==> src/hw/rtl/snc_pkg.sv <==
// Shared types and constants of the SPI NAND command sequencer.
package snc_pkg;

  localparam int unsigned PAGE_BYTES  = 2048;
  localparam int unsigned BLOCK_BYTES = 131072;
  localparam int unsigned CHIP_BYTES  = 134217728;
  localparam int unsigned PAGE_SHIFT  = $clog2(PAGE_BYTES);
  localparam int unsigned CHUNK_W     = 12;
  localparam int unsigned FIDX_W      = 12;
  localparam int unsigned OQ_DEPTH    = 4;

  localparam logic CFG_POLL_LIMIT = 1'b0;
  localparam logic CFG_FAIL_MASK  = 1'b1;

  localparam logic [7:0] OPC_PAGE_READ = 8'h13;
  localparam logic [7:0] OPC_READ_DATA = 8'h03;
  localparam logic [7:0] OPC_PROG_LOAD = 8'h84;
  localparam logic [7:0] OPC_PROG_EXEC = 8'h10;
  localparam logic [7:0] OPC_ERASE     = 8'hD8;
  localparam logic [7:0] OPC_WREN      = 8'h06;
  localparam logic [7:0] OPC_WRDI      = 8'h04;
  localparam logic [7:0] OPC_GET_FEAT  = 8'h0F;
  localparam logic [7:0] REG_STATUS    = 8'hC0;
  localparam logic [7:0] DUMMY_BYTE    = 8'hFF;

  typedef enum logic [2:0] {
    CMD_READ  = 3'd0,
    CMD_WRITE = 3'd1,
    CMD_ERASE = 3'd2,
    CMD_WDATA = 3'd3,
    CMD_RESP  = 3'd4,
    CMD_TICK  = 3'd5
  } cmd_t;

  typedef enum logic [1:0] {
    KIND_SEND  = 2'd0,
    KIND_RDATA = 2'd1,
    KIND_DONE  = 2'd2
  } kind_t;

  typedef enum logic [1:0] {
    ST_OK      = 2'd0,
    ST_RANGE   = 2'd1,
    ST_TIMEOUT = 2'd2,
    ST_PFAIL   = 2'd3
  } status_t;

  typedef struct packed {
    cmd_t        cmd;
    logic [31:0] address;
    logic [27:0] length;
    logic [15:0] block_count;
    logic [7:0]  data_byte;
  } item_t;

  typedef struct packed {
    kind_t      kind;
    logic [7:0] data;
    logic       fend;
    status_t    status;
    logic       last;
  } res_t;

endpackage

==> src/hw/rtl/snc_if.sv <==
// Input and result channel interfaces of the sequencer.
interface snc_in_if;
  logic        valid;
  logic        ready;
  logic [2:0]  req_type;
  logic [31:0] address;
  logic [27:0] length;
  logic [15:0] block_count;
  logic [7:0]  data_byte;

  modport source(output valid, req_type, address, length, block_count, data_byte,
                 input ready);
  modport sink(input valid, req_type, address, length, block_count, data_byte,
               output ready);
endinterface

interface snc_out_if;
  logic       valid;
  logic       ready;
  logic [1:0] out_kind;
  logic [7:0] out_byte;
  logic       frame_end;
  logic [1:0] done_status;
  logic       last_of_run;

  modport source(output valid, out_kind, out_byte, frame_end, done_status, last_of_run,
                 input ready);
  modport sink(input valid, out_kind, out_byte, frame_end, done_status, last_of_run,
               output ready);
endinterface

==> src/hw/rtl/snc_front.sv <==
// Front end: accepts input words, decodes the request type, two-entry queue.
module snc_front import snc_pkg::*; (
  input  logic  clk,
  input  logic  rst_n,
  snc_in_if.sink in_ch,
  output logic  q_valid,
  output item_t q_item,
  input  logic  q_pop
);

  item_t      mem_r [2];
  logic       wptr_r, rptr_r;
  logic [1:0] cnt_r, cnt_nxt;
  logic       push;

  assign in_ch.ready = (cnt_r != 2'd2);
  // codes 6 and 7 never do anything, so they are dropped here
  assign push    = in_ch.valid && in_ch.ready && (in_ch.req_type <= 3'd5);
  assign q_valid = (cnt_r != 2'd0);
  assign q_item  = mem_r[rptr_r];

  always_comb begin
    cnt_nxt = cnt_r + {1'b0, push} - {1'b0, q_pop};
  end

  always_ff @(posedge clk) begin
    if (!rst_n) begin
      wptr_r <= 1'b0;
      rptr_r <= 1'b0;
      cnt_r  <= 2'd0;
    end else begin
      if (push) wptr_r <= ~wptr_r;
      if (q_pop) rptr_r <= ~rptr_r;
      cnt_r <= cnt_nxt;
    end
  end

  always_ff @(posedge clk) begin
    if (push) begin
      mem_r[wptr_r] <= '{cmd: cmd_t'(in_ch.req_type), address: in_ch.address,
                         length: in_ch.length, block_count: in_ch.block_count,
                         data_byte: in_ch.data_byte};
    end
  end

endmodule

==> src/hw/rtl/snc_back.sv <==
// Back end: command sequencer that turns queued words into link and host results.
module snc_back import snc_pkg::*; (
  input  logic            clk,
  input  logic            rst_n,
  input  logic            cfg_we,
  input  logic            cfg_index,
  input  logic [15:0]     cfg_wdata,
  input  logic            q_valid,
  input  item_t           q_item,
  output logic            q_pop,
  input  logic            oq_room,
  output logic [1:0]      res_n,
  output res_t [1:0]      res
);

  typedef enum logic [3:0] {
    PH_IDLE, PH_RD_PAGE, PH_POLL, PH_POLL_WAIT, PH_RD_DATA, PH_WREN,
    PH_LOAD, PH_LOAD_WAIT, PH_EXEC, PH_STAT, PH_WRDI, PH_ERASE
  } phase_t;

  typedef enum logic [1:0] {OP_IDLE, OP_READ, OP_WRITE, OP_ERASE} op_t;

  function automatic logic [FIDX_W-1:0] frame_len(phase_t p, logic [CHUNK_W-1:0] c);
    case (p)
      PH_RD_PAGE, PH_EXEC, PH_ERASE: frame_len = FIDX_W'(4);
      PH_POLL, PH_STAT:              frame_len = FIDX_W'(3);
      PH_RD_DATA:                    frame_len = FIDX_W'(4) + FIDX_W'(c);
      PH_LOAD:                       frame_len = FIDX_W'(3) + FIDX_W'(c);
      default:                       frame_len = FIDX_W'(1);
    endcase
  endfunction

  function automatic logic [7:0] first_byte(phase_t p);
    case (p)
      PH_RD_PAGE:       first_byte = OPC_PAGE_READ;
      PH_POLL, PH_STAT: first_byte = OPC_GET_FEAT;
      PH_RD_DATA:       first_byte = OPC_READ_DATA;
      PH_LOAD:          first_byte = OPC_PROG_LOAD;
      PH_EXEC:          first_byte = OPC_PROG_EXEC;
      PH_ERASE:         first_byte = OPC_ERASE;
      PH_WREN:          first_byte = OPC_WREN;
      PH_WRDI:          first_byte = OPC_WRDI;
      default:          first_byte = DUMMY_BYTE;
    endcase
  endfunction

  // byte at a frame position of one or more
  function automatic logic [7:0] later_byte(phase_t p, logic [FIDX_W-1:0] idx,
                                            logic [31:0] addr);
    logic [15:0] pa;
    logic [15:0] ca;
    pa = 16'(addr >> PAGE_SHIFT);
    ca = 16'(addr[PAGE_SHIFT-1:0]);
    case (p)
      PH_RD_PAGE: later_byte = (idx == FIDX_W'(1)) ? DUMMY_BYTE :
                               (idx == FIDX_W'(2)) ? pa[15:8] : pa[7:0];
      PH_POLL, PH_STAT: later_byte = (idx == FIDX_W'(1)) ? REG_STATUS : DUMMY_BYTE;
      PH_RD_DATA: later_byte = (idx == FIDX_W'(1)) ? ca[15:8] :
                               (idx == FIDX_W'(2)) ? ca[7:0] : DUMMY_BYTE;
      PH_LOAD:    later_byte = (idx == FIDX_W'(1)) ? ca[15:8] : ca[7:0];
      // the page index has 16 bits, so its top address byte is zero
      PH_EXEC, PH_ERASE: later_byte = (idx == FIDX_W'(1)) ? 8'h00 :
                                      (idx == FIDX_W'(2)) ? pa[15:8] : pa[7:0];
      default:    later_byte = DUMMY_BYTE;
    endcase
  endfunction

  function automatic res_t mk(kind_t k, logic [7:0] b, logic fe, status_t s);
    mk = '{kind: k, data: b, fend: fe, status: s, last: 1'b0};
  endfunction

  logic [15:0]        poll_limit_r;
  logic [7:0]         fail_mask_r;
  op_t                op_r, op_nxt;
  phase_t             ph_r, ph_nxt;
  logic [31:0]        cur_r, cur_nxt, end_r, end_nxt;
  logic [15:0]        blk_r, blk_nxt, polls_r, polls_nxt;
  logic [FIDX_W-1:0]  fidx_r, fidx_nxt;
  logic [CHUNK_W-1:0] chunk_r, chunk_nxt;

  logic [CHUNK_W-1:0] room_a, chunk_a, chunk_c;
  logic [32:0]        end_a;
  logic               bad_a;
  logic [31:0]        sum_c, rem_c, cur_blk;
  logic               more_c;
  logic [15:0]        blk_dec, polls_inc;
  logic [FIDX_W-1:0]  flen, flen_load, fidx_inc, fidx_inc2;
  logic               do_start, do_finish;
  phase_t             start_ph;
  status_t            fin_st;
  logic [1:0]         nres;
  res_t [1:0]         r;
  item_t              it;

  assign q_pop = q_valid && oq_room;
  assign it    = q_item;

  always_comb begin
    // new access
    room_a  = CHUNK_W'(PAGE_BYTES) - CHUNK_W'(it.address[PAGE_SHIFT-1:0]);
    chunk_a = (28'(room_a) < it.length) ? room_a : it.length[CHUNK_W-1:0];
    end_a   = {1'b0, it.address} + {5'b0, it.length};
    bad_a   = (it.address >= 32'(CHIP_BYTES)) || (end_a > 33'(CHIP_BYTES));
    // next page of a transfer starts page aligned
    sum_c   = cur_r + 32'(chunk_r);
    more_c  = sum_c < end_r;
    rem_c   = end_r - sum_c;
    chunk_c = (rem_c < 32'(PAGE_BYTES)) ? rem_c[CHUNK_W-1:0] : CHUNK_W'(PAGE_BYTES);
    cur_blk = cur_r + 32'(BLOCK_BYTES);
    blk_dec = (blk_r != 16'd0) ? blk_r - 16'd1 : 16'd0;
    polls_inc = (polls_r != 16'hFFFF) ? polls_r + 16'd1 : polls_r;
    flen      = frame_len(ph_r, chunk_r);
    flen_load = frame_len(PH_LOAD, chunk_r);
    fidx_inc  = fidx_r + FIDX_W'(1);
    fidx_inc2 = fidx_r + FIDX_W'(2);

    op_nxt = op_r; ph_nxt = ph_r; cur_nxt = cur_r; end_nxt = end_r; blk_nxt = blk_r;
    polls_nxt = polls_r; fidx_nxt = fidx_r; chunk_nxt = chunk_r;
    do_start = 1'b0; do_finish = 1'b0; start_ph = PH_IDLE; fin_st = ST_OK;
    nres = 2'd0;
    r = '0;

    case (it.cmd)
      CMD_READ, CMD_WRITE: begin
        if (ph_r == PH_IDLE) begin
          op_nxt = (it.cmd == CMD_READ) ? OP_READ : OP_WRITE;
          if (bad_a) begin
            do_finish = 1'b1; fin_st = ST_RANGE;
          end else begin
            cur_nxt = it.address;
            end_nxt = end_a[31:0];
            if (it.length == 28'd0) begin
              do_finish = 1'b1; fin_st = ST_OK;
            end else begin
              chunk_nxt = chunk_a;
              do_start  = 1'b1;
              start_ph  = (it.cmd == CMD_READ) ? PH_RD_PAGE : PH_WREN;
            end
          end
        end
      end
      CMD_ERASE: begin
        if (ph_r == PH_IDLE) begin
          op_nxt  = OP_ERASE;
          cur_nxt = it.address;
          blk_nxt = it.block_count;
          if (it.block_count == 16'd0) begin
            do_finish = 1'b1; fin_st = ST_OK;
          end else if (it.address >= 32'(CHIP_BYTES)) begin
            do_finish = 1'b1; fin_st = ST_RANGE;
          end else begin
            do_start = 1'b1; start_ph = PH_WREN;
          end
        end
      end
      CMD_WDATA: begin
        if (ph_r == PH_LOAD_WAIT) begin
          ph_nxt = PH_LOAD;
          r[0]   = mk(KIND_SEND, it.data_byte, fidx_inc >= flen_load, ST_OK);
          nres   = 2'd1;
        end
      end
      CMD_RESP: begin
        if (ph_r != PH_IDLE && ph_r != PH_POLL_WAIT && ph_r != PH_LOAD_WAIT) begin
          if (ph_r == PH_RD_DATA && fidx_r >= FIDX_W'(4)) begin
            r[0] = mk(KIND_RDATA, it.data_byte, 1'b0, ST_OK);
            nres = 2'd1;
          end
          if (fidx_inc >= flen) begin
            // end of frame
            case (ph_r)
              PH_RD_PAGE, PH_EXEC, PH_ERASE: begin
                polls_nxt = 16'd0;
                do_start = 1'b1; start_ph = PH_POLL;
              end
              PH_POLL: begin
                if (!it.data_byte[0]) begin
                  case (op_r)
                    OP_READ:  begin do_start = 1'b1; start_ph = PH_RD_DATA; end
                    OP_WRITE: begin do_start = 1'b1; start_ph = PH_STAT; end
                    OP_ERASE: begin do_start = 1'b1; start_ph = PH_WRDI; end
                    default:  begin do_finish = 1'b1; fin_st = ST_OK; end
                  endcase
                end else begin
                  polls_nxt = polls_inc;
                  if (polls_inc >= poll_limit_r) begin
                    do_finish = 1'b1; fin_st = ST_TIMEOUT;
                  end else begin
                    ph_nxt = PH_POLL_WAIT;
                  end
                end
              end
              PH_RD_DATA: begin
                cur_nxt = sum_c;
                if (more_c) begin
                  chunk_nxt = chunk_c;
                  do_start = 1'b1; start_ph = PH_RD_PAGE;
                end else begin
                  do_finish = 1'b1; fin_st = ST_OK;
                end
              end
              PH_WREN: begin
                do_start = 1'b1;
                start_ph = (op_r == OP_WRITE) ? PH_LOAD : PH_ERASE;
              end
              PH_LOAD: begin
                do_start = 1'b1; start_ph = PH_EXEC;
              end
              PH_STAT: begin
                if ((it.data_byte & fail_mask_r) != 8'd0) begin
                  do_finish = 1'b1; fin_st = ST_PFAIL;
                end else begin
                  do_start = 1'b1; start_ph = PH_WRDI;
                end
              end
              PH_WRDI: begin
                if (op_r == OP_WRITE) begin
                  cur_nxt = sum_c;
                  if (more_c) begin
                    chunk_nxt = chunk_c;
                    do_start = 1'b1; start_ph = PH_WREN;
                  end else begin
                    do_finish = 1'b1; fin_st = ST_OK;
                  end
                end else begin
                  blk_nxt = blk_dec;
                  cur_nxt = cur_blk;
                  if (blk_dec == 16'd0) begin
                    do_finish = 1'b1; fin_st = ST_OK;
                  end else if (cur_blk >= 32'(CHIP_BYTES)) begin
                    do_finish = 1'b1; fin_st = ST_RANGE;
                  end else begin
                    do_start = 1'b1; start_ph = PH_WREN;
                  end
                end
              end
              default: ;
            endcase
          end else begin
            fidx_nxt = fidx_inc;
            if (ph_r == PH_LOAD && fidx_inc >= FIDX_W'(3)) begin
              ph_nxt = PH_LOAD_WAIT;
            end else begin
              r[nres[0]] = mk(KIND_SEND, later_byte(ph_r, fidx_inc, cur_r),
                              fidx_inc2 >= flen, ST_OK);
              nres = nres + 2'd1;
            end
          end
        end
      end
      CMD_TICK: begin
        if (ph_r == PH_POLL_WAIT) begin
          do_start = 1'b1; start_ph = PH_POLL;
        end
      end
      default: ;
    endcase

    if (do_start) begin
      ph_nxt   = start_ph;
      fidx_nxt = '0;
      r[nres[0]] = mk(KIND_SEND, first_byte(start_ph),
                      (start_ph == PH_WREN) || (start_ph == PH_WRDI), ST_OK);
      nres = nres + 2'd1;
    end
    if (do_finish) begin
      op_nxt = OP_IDLE;
      ph_nxt = PH_IDLE;
      r[nres[0]] = mk(KIND_DONE, 8'h00, 1'b0, fin_st);
      nres = nres + 2'd1;
    end
    if (nres != 2'd0) r[nres[1]].last = 1'b1;
  end

  assign res_n = q_pop ? nres : 2'd0;
  assign res   = r;

  always_ff @(posedge clk) begin
    if (!rst_n) begin
      poll_limit_r <= 16'd500;
      fail_mask_r  <= 8'h0E;
      op_r    <= OP_IDLE;
      ph_r    <= PH_IDLE;
      cur_r   <= '0;
      end_r   <= '0;
      blk_r   <= '0;
      fidx_r  <= '0;
      chunk_r <= '0;
      polls_r <= '0;
    end else begin
      if (cfg_we && cfg_index == CFG_POLL_LIMIT) poll_limit_r <= cfg_wdata;
      if (cfg_we && cfg_index == CFG_FAIL_MASK)  fail_mask_r  <= cfg_wdata[7:0];
      if (q_pop) begin
        op_r    <= op_nxt;
        ph_r    <= ph_nxt;
        cur_r   <= cur_nxt;
        end_r   <= end_nxt;
        blk_r   <= blk_nxt;
        fidx_r  <= fidx_nxt;
        chunk_r <= chunk_nxt;
        polls_r <= polls_nxt;
      end
    end
  end

  a_op_phase: assert property (@(posedge clk) disable iff (!rst_n)
    (ph_r == PH_IDLE) == (op_r == OP_IDLE))
    else $error("operation and phase disagree on idle");

  a_fidx_in_frame: assert property (@(posedge clk) disable iff (!rst_n)
    (ph_r != PH_IDLE && ph_r != PH_POLL_WAIT && ph_r != PH_LOAD_WAIT)
      |-> (fidx_r < frame_len(ph_r, chunk_r)))
    else $error("frame index past end of frame");

  a_chunk_range: assert property (@(posedge clk) disable iff (!rst_n)
    (ph_r == PH_RD_DATA || ph_r == PH_LOAD)
      |-> (chunk_r != '0 && chunk_r <= CHUNK_W'(PAGE_BYTES)))
    else $error("chunk length out of range");

endmodule

==> src/hw/rtl/snc_outq.sv <==
// Result queue: takes up to two results a cycle, hands out one word a cycle while the sink is ready.
module snc_outq import snc_pkg::*; (
  input  logic        clk,
  input  logic        rst_n,
  input  logic [1:0]  wr_n,
  input  res_t [1:0]  wr_res,
  output logic        room,
  snc_out_if.source   out_ch
);

  localparam int unsigned PW = $clog2(OQ_DEPTH);

  res_t          mem_r [OQ_DEPTH];
  logic [PW-1:0] wptr_r, rptr_r;
  logic [PW:0]   cnt_r;
  logic          pop;
  res_t          head;

  assign room  = (cnt_r <= (PW+1)'(OQ_DEPTH - 2));
  assign pop   = out_ch.valid && out_ch.ready;
  assign head  = mem_r[rptr_r];

  assign out_ch.valid       = (cnt_r != '0);
  assign out_ch.out_kind    = head.kind;
  assign out_ch.out_byte    = head.data;
  assign out_ch.frame_end   = head.fend;
  assign out_ch.done_status = head.status;
  assign out_ch.last_of_run = head.last;

  always_ff @(posedge clk) begin
    if (!rst_n) begin
      wptr_r <= '0;
      rptr_r <= '0;
      cnt_r  <= '0;
    end else begin
      wptr_r <= wptr_r + PW'(wr_n);
      if (pop) rptr_r <= rptr_r + PW'(1);
      cnt_r <= cnt_r + (PW+1)'(wr_n) - (PW+1)'(pop);
    end
  end

  always_ff @(posedge clk) begin
    if (wr_n != 2'd0) mem_r[wptr_r] <= wr_res[0];
    if (wr_n == 2'd2) mem_r[wptr_r + PW'(1)] <= wr_res[1];
  end

endmodule

==> src/hw/rtl/spi_nand_command_sequencer.sv <==
// Top level of the SPI NAND command sequencer.
//
//   port      dir   handshake        contents
//   in_ch     in    valid/ready      request, write data, link response or poll tick
//   out_ch    out   valid/ready      link byte with frame end, read data, done status
//   cfg_*     in    cfg_we           index 0 poll limit, index 1 fail mask
//
// One input word per cycle while the front queue has room. A word yields up to
// two results, drained one per cycle while out_ch is ready, from a
// four-entry result queue; the back end takes a word only with two free slots.
// Synchronous active-low reset; no clearing pass. Either side may stall freely.
module spi_nand_command_sequencer import snc_pkg::*; (
  input  logic        clk,
  input  logic        rst_n,
  input  logic        cfg_we,
  input  logic        cfg_index,
  input  logic [15:0] cfg_wdata,
  snc_in_if.sink      in_ch,
  snc_out_if.source   out_ch
);

  logic       q_valid, q_pop, oq_room;
  item_t      q_item;
  logic [1:0] res_n;
  res_t [1:0] res;

  snc_front u_front (
    .clk, .rst_n, .in_ch,
    .q_valid, .q_item, .q_pop
  );

  snc_back u_back (
    .clk, .rst_n, .cfg_we, .cfg_index, .cfg_wdata,
    .q_valid, .q_item, .q_pop, .oq_room, .res_n, .res
  );

  snc_outq u_outq (
    .clk, .rst_n, .wr_n(res_n), .wr_res(res), .room(oq_room), .out_ch
  );

endmodule
==> src/flat_wrapper.sv <==
// flat-port wrapper written by rule: the top's interface ports become plain ports
module spi_nand_command_sequencer_flat import snc_pkg::*;
  (clk, rst_n, cfg_we, cfg_index, cfg_wdata, in_ch_valid, in_ch_req_type, in_ch_address, in_ch_length, in_ch_block_count, in_ch_data_byte, in_ch_ready, out_ch_valid, out_ch_out_kind, out_ch_out_byte, out_ch_frame_end, out_ch_done_status, out_ch_last_of_run, out_ch_ready);
  snc_in_if in_ch_i ();
  snc_out_if out_ch_i ();
  input  logic clk;
  input  logic rst_n;
  input  logic cfg_we;
  input  logic cfg_index;
  input  logic [15:0] cfg_wdata;
  input wire logic [$bits(in_ch_i.valid)-1:0] in_ch_valid;
  input wire logic [$bits(in_ch_i.req_type)-1:0] in_ch_req_type;
  input wire logic [$bits(in_ch_i.address)-1:0] in_ch_address;
  input wire logic [$bits(in_ch_i.length)-1:0] in_ch_length;
  input wire logic [$bits(in_ch_i.block_count)-1:0] in_ch_block_count;
  input wire logic [$bits(in_ch_i.data_byte)-1:0] in_ch_data_byte;
  output wire logic [$bits(in_ch_i.ready)-1:0] in_ch_ready;
  output wire logic [$bits(out_ch_i.valid)-1:0] out_ch_valid;
  output wire logic [$bits(out_ch_i.out_kind)-1:0] out_ch_out_kind;
  output wire logic [$bits(out_ch_i.out_byte)-1:0] out_ch_out_byte;
  output wire logic [$bits(out_ch_i.frame_end)-1:0] out_ch_frame_end;
  output wire logic [$bits(out_ch_i.done_status)-1:0] out_ch_done_status;
  output wire logic [$bits(out_ch_i.last_of_run)-1:0] out_ch_last_of_run;
  input wire logic [$bits(out_ch_i.ready)-1:0] out_ch_ready;
  assign in_ch_i.valid = in_ch_valid;
  assign in_ch_i.req_type = in_ch_req_type;
  assign in_ch_i.address = in_ch_address;
  assign in_ch_i.length = in_ch_length;
  assign in_ch_i.block_count = in_ch_block_count;
  assign in_ch_i.data_byte = in_ch_data_byte;
  assign in_ch_ready = in_ch_i.ready;
  assign out_ch_valid = out_ch_i.valid;
  assign out_ch_out_kind = out_ch_i.out_kind;
  assign out_ch_out_byte = out_ch_i.out_byte;
  assign out_ch_frame_end = out_ch_i.frame_end;
  assign out_ch_done_status = out_ch_i.done_status;
  assign out_ch_last_of_run = out_ch_i.last_of_run;
  assign out_ch_i.ready = out_ch_ready;
  spi_nand_command_sequencer u_core (.clk(clk), .rst_n(rst_n), .cfg_we(cfg_we), .cfg_index(cfg_index), .cfg_wdata(cfg_wdata), .in_ch(in_ch_i), .out_ch(out_ch_i));
endmodule
==> config.mk <==
export PLATFORM = sky130hd
export DESIGN_NAME = spi_nand_command_sequencer_flat
export DESIGN_NICKNAME = d
export VERILOG_FILES = /design/src/hw/rtl/snc_pkg.sv /design/src/hw/rtl/snc_if.sv /design/src/hw/rtl/snc_front.sv /design/src/hw/rtl/snc_back.sv /design/src/hw/rtl/snc_outq.sv /design/src/hw/rtl/spi_nand_command_sequencer.sv /design/src/flat_wrapper.sv
export SDC_FILE = /design/constraint.sdc
export NUM_CORES = 1
export LEC_CHECK = 0
export ABC_AREA = 0
export BUFFER_PORTS_ARGS = -buffer_cell sky130_fd_sc_hd__clkbuf_2
export CORE_UTILIZATION = 55
export DETAILED_ROUTE_END_ITERATION = 10
export PLACE_DENSITY_LB_ADDON = 0.1
export SETUP_SLACK_MARGIN = 0.1
export SYNTH_ARGS = -nofsm -noshare
export SYNTH_HDL_FRONTEND = slang
export SYNTH_SLANG_ARGS = --single-unit
==> constraint.sdc <==
create_clock -name clk -period 10.1 [get_ports clk]
set_input_delay 0.505 -clock clk [delete_from_list [all_inputs] [get_ports clk]]
set_output_delay 0.505 -clock clk [all_outputs]
set_load 0.05 [all_outputs]
# After elaboration in Yosys (flattened, before gate mapping)
# Memory sizes are Yosys's and may differ from the RTL's. A register that Yosys moved wholly into a read port is not among the register bits.
# Index checks and enable logic that the tools add are counted.
[totals]
word_cells = 344
input_bits = 109
out_inout_bits = 16
latchBits = 0
ramBits = 230
rom_bits = 128
memories = 3
ff_bits = 161
[op_classes]
eq_ne = 48
n_mul = 0
addsub = 21
bitwise_logic = 5
n_mux = 179
shifts = 0
n_div = 0
n_reduce_logical = 50
magnitude_cmp = 22
[mem_list]
columns = ["memory", "words", "word_bits", "read_ports", "rd_clocked_by_memory_dff", "wr", "line_no", "text"]
rows = [
  ["u_core.u_front.mem_r", 2, 87, 1, 1, 1, "snc_front.sv:11", "item_t mem_r [2];"],
  ["(name not given)", 16, 8, 1, 0, 0, "snc_back.sv:34", "case (p)"],
  ["u_core.u_outq.mem_r", 4, 14, 1, 1, 2, "snc_outq.sv:13", "res_t mem_r [OQ_DEPTH];"],
]
[op_table]
columns = ["operator", "count"]
rows = [
  ["$mux 32", 6],
  ["$mux 12", 14],
  ["$mux 28", 6],
  ["$mux 16", 8],
  ["$bwmux 28", 4],
  ["$pmux 32 s3", 1],
  ["$mux 8", 11],
  ["$mux 14", 6],
  ["$ge 32x28->1 const B", 2],
  ["$pmux 16 s2", 2],
  ["$pmux 32 s2", 1],
  ["$mux 4", 15],
  ["$demux 14 s1", 4],
  ["$mux 1", 52],
  ["$pmux 12 s2", 2],
  ["$pmux 12 s4", 1],
  ["$mux 2", 20],
  ["$pmux 8 s5", 1],
  ["$ge 12x12->1", 3],
  ["$add 32x28->33", 1],
  ["$gt 33x28->1 const B", 1],
  ["$add 32x12->32", 1],
  ["$add 32x18->32 const B", 1],
  ["$logic_not 16->1", 2],
  ["78 further kinds", 160],
]

# Logic depth before layout (Yosys ltp)
[logic_depth]
depth_word = 20
ltp_mapped = 36
depth_no_buf = 35

# Cells and area by module
# Synthesis repeated with hierarchy kept, for this count alone.
[hier_totals]
cells_unflattened = 2638
area_unflattened_um2 = 25655.9
[modules_own_cells]
columns = ["module", "seq_area_each_um2", "area_each_um2", "instances", "cells_each"]
rows = [
  ["snc_back", 3002.9, 15743.8, 1, 2155],
  ["snc_front", 5325.1, 6628.9, 1, 296],
  ["snc_outq", 1861.8, 3283.1, 1, 187],
]

# Least setup slack after synthesis
# No wires, ideal clock.
[synth_timing]
kind = "register to register"
start = "register (tool-made name)"
end = "register u_core.u_outq.cnt_r[2]"
n_path_buf = 8
synth_period_minus_slack_ps = 7636
arrival_ps = 7508
stages_incl_launch_ff = 31
t_required_ps = 9972
slack_ps = 2464
setup_time_ps = 128
path_cell_list = "dfxtp_1 -> buf_2 -> buf_2 -> buf_2 -> buf_2 -> buf_2 -> buf_1 -> clkbuf_1 -> buf_1 -> mux2_2 -> ha_1 -> nand2_1 -> nor2_1 -> nand3_1 -> or3_1 -> o211a_1 -> or4_4 -> or3_4 -> o21ai_1 -> a21oi_1 -> a21oi_1 -> ha_1 -> nand2_1 -> ha_1 -> inv_1 -> ha_1 -> inv_1 -> fa_1 -> xnor2_1 -> xnor2_1 -> nor2_1"
[synth_lines]
columns = ["item", "line_no", "text"]
rows = [
  ["end signal: assignment", "snc_outq.sv:38", "cnt_r <= cnt_r + (PW+1)'(wr_n) - (PW+1)'(pop);"],
  ["end: declaration", "snc_outq.sv:15", "logic [PW:0] cnt_r;"],
]

==> flow_summary.ini <==
[outcome]
status = finished clean

[clocking]
cts_buffer_depth = 3
post_cts_resized = 0
hold_buffers = 0
cts_sinks = 394
post_cts_buffers = 0
cts_tree = done
root_buffer = clkbuf_16
path_clk_slew_ps = 60
cts_buffers = 44
insertion_delay_ps = 580
htreeDepth = 2

[pwr]
pwr-share-comb_pct = 44.9
power_mw = 6.71
pwr-share-clk_pct = 24.5
net-switching-power_mw = 2.69
p_sw_share_pct = 40.1
vdd.ir_drop.worst_uv = 198
seqPwrFrac_pct = 30.5
leakage_nw = 10.8
p_per_area_nw_per_um2 = 237
p_int_mw = 4.02

[sta]
fin_crit_sh_pct = 79.2
finalMaxSlewViolations = 0
timing.fmax_mhz = 125
hold_viol = 0
clock_skew_ps = 16.5
hold_slack_ps = 110
maxSlewHeadroom_pct = 18.6
tns_ps = 0
grt_setup_unrepaired = no
min_period_ps = 8000
worst_slew_pin_slew_ps = 1220
finalSetupViolations = 0

[hold_path]
worstHoldPathType = input port to flop

[worst_setup_path]
critPathLaunchType = flop
slowest_stage = nor4_1
path_max_fanout = 12
critPathTopFamily = simple AND/OR/NAND/NOR gates
cp_data_arrival_time_ps = 8420
crit_type = flop to flop
cpPeakStageDelay_ps = 660
crit_buf_inv = 2
end_kind = flop
cp.required_ps = 10510

[place]
dpl.hpwl_um = 54600
numPortBuffers = 124
gp_congestion = 0.985

[grt]
grt_max_degree = 91
track_usage_pct = 30.0
overflow = 0
grt_pass1_vias = 20600
antenna_found_initial = 0
grt_pass1_wl_um = 113000

[yosys]
yosysSeqAreaShare_pct = 39.6
synthesis.nets = 3018
synth-async-reset-ratio_pct = 0
synth_ff_type = edfxtp_1
synth_edf_count = 230
syn_inst = 2747
synth_area_um2 = 25700
synth.distinct_cells = 103
ys_seq_elements = 394
synth.avg_cell_area_um2 = 9.37
synth-warning-count = 0

[floorplan]
die_h_um = 218
start_util_pct = 56.2
dieArea_um2 = 47700
rows = 78
die_x_um = 218
coreArea_um2 = 45800
io-pin-count = 125

[routing]
wl_um = 72000
ant_nets = 0
wl_per_cell_um = 20.9
vias = 21600
drt_iter0_markers = 1835
dr.pass1.iters = 6
remaining_drc_errors = 0
vias_per_cell = 6.27

[cells_and_area]
n_antenna_cell = 0
drive_gt1_share_pct = 12.4
post-route-util_pct = 61.8
nNetsFinal = 3080
area_growth_pct = 9.92

[run]
drv_cap = 0
-- area by class of cell --
| type | count | area (um^2) |
|---|---|---|
| clock buffers | 58 | 1170 |
| clock inverters | 23 | 305 |
| fillers | 3930 | 17500 |
| inverters | 119 | 449 |
| multi-input cells | 2097 | 14600 |
| flip-flops and latches | 394 | 10200 |
| well taps | 600 | 751 |
| repair buffers | 153 | 838 |
-- state kept, by name, indices dropped and copies added, names as in the netlist, named ones only --
signal and cells:
u_core.u_outq.mem_r 56, u_core.u_back.blk_r 16, u_core.u_back.cur_r 32, u_core.u_back.fail_mask_r 8, u_core.u_front.wptr_r 1, u_core.u_outq.wptr_r 2
u_core.u_back.chunk_r 12, u_core.u_front.rptr_r 1, u_core.u_back.op_r 2, u_core.u_back.ph_r 4, u_core.u_back.end_r 32, u_core.u_back.fidx_r 12
u_core.u_front.mem_r 174, u_core.u_outq.cnt_r 3, u_core.u_back.poll_limit_r 16, u_core.u_outq.rptr_r 2, u_core.u_back.polls_r 16, u_core.u_front.cnt_r 2
-- through the flow --
stage / setup slack [ps] / std cells / cell area (um^2)
floorplan: 2460 / 2747 / 25700
global placement: 2520 / 3363 / 26800
detailed placement: 2230 / 3363 / 26800
CTS: 2170 / 3444 / 28300
global route: 1370 / 3444 / 28300
finish: 2100 / 3444 / 28300
-- kinds of logic (layout without fill, tap and decap cells) --
group | Yosys count | after routing | synth area share, %
simple gates | 923 | 923 | 17.4
mux | 182 | 182 | 8.08
xor+xnor | 140 | 140 | 4.82
compound gates | 688 | 688 | 18.0
flops | 394 | 394 | 39.6
buf+inv | 256 | 353 | 3.93
fa+ha+maj | 164 | 164 | 8.08
-- cell usage in the layout (no fill, tap or decap), types with 36 or more instances in the layout --
master / synthesis / final
a211oi_1: 46 / 46
a21o_1: 36 / 36
a21oi_1: 178 / 178
clkbuf_16: 0 / 44
clkbuf_2: 0 / 124
dfxtp_1: 164 / 163
edfxtp_1: 230 / 230
ha_1: 158 / 158
inv_1: 118 / 118
mux2_2: 55 / 55
mux2i_1: 112 / 112
nand2_1: 245 / 245
nand3_1: 91 / 91
nand4_1: 36 / 36
nor2_1: 261 / 258
nor3_1: 66 / 66
nor4_1: 44 / 44
o21ai_0: 124 / 124
xnor2_1: 87 / 87
xor2_1: 52 / 52
-- synth_stat cells, drive strengths merged, types with 39 or more instances --
cell      n  share of area [%]
nor2    261                3.8
nand2   245                3.6
edfxtp  230                 27
a21oi   181                3.6
dfxtp   164                 13
ha      158                7.7
o21ai   132                2.6
inv     118                1.7
mux2i   113                4.4
clkbuf   98                1.4
nand3    92                1.8
xnor2    87                3.0
nor3     72                1.5
mux2     55                2.4
xor2     52                1.8
a211oi   50                1.5
nor4     46                1.2
buf      39               0.77
-- layer usage --
layer / global-route usage [%] / routed length [um] / part of all wire, % / vias up
li1: - / - / - / 10400
met4: 10.0 / 2030 / 2.8 / 0
met1: 40.2 / 32100 / 45 / 10400
met2: 50.3 / 34300 / 48 / 647
met5: 0 / 0 / 0 / -
met3: 3.41 / 3540 / 4.9 / 131
-- power by group through the flow --
stage	combinational, mW	sequential [mW]	clock [mW]
6_report	3.02	2.05	1.65
5_1_grt	3.28	2.07	1.73
4_1_cts	2.98	2.05	1.67
3_5_place_dp	2.96	2.08	0
3_3_place_gp	2.93	2.08	0
2_1_floorplan	2.30	1.99	0
-- path summary, 6_finish.rpt --
path                                               from                                    endpoint  slack [ps]  cells past startpoint
max               u_core.u_back.chunk_r[0]$_SDFFE_PN0P_         u_core.u_outq.mem_r[3][9]$_DFFE_PP_        2100                     28
min                                    in_ch_address[1]       u_core.u_front.mem_r[0][53]$_DFFE_PP_         110                      1
max reg2reg       u_core.u_back.chunk_r[0]$_SDFFE_PN0P_         u_core.u_outq.mem_r[3][9]$_DFFE_PP_        2100                     28
min reg2reg  u_core.u_back.poll_limit_r[1]$_SDFFE_PN0P_  u_core.u_back.poll_limit_r[1]$_SDFFE_PN0P_         460                      2
No activity file was read; power rests on OpenSTA's default activity.
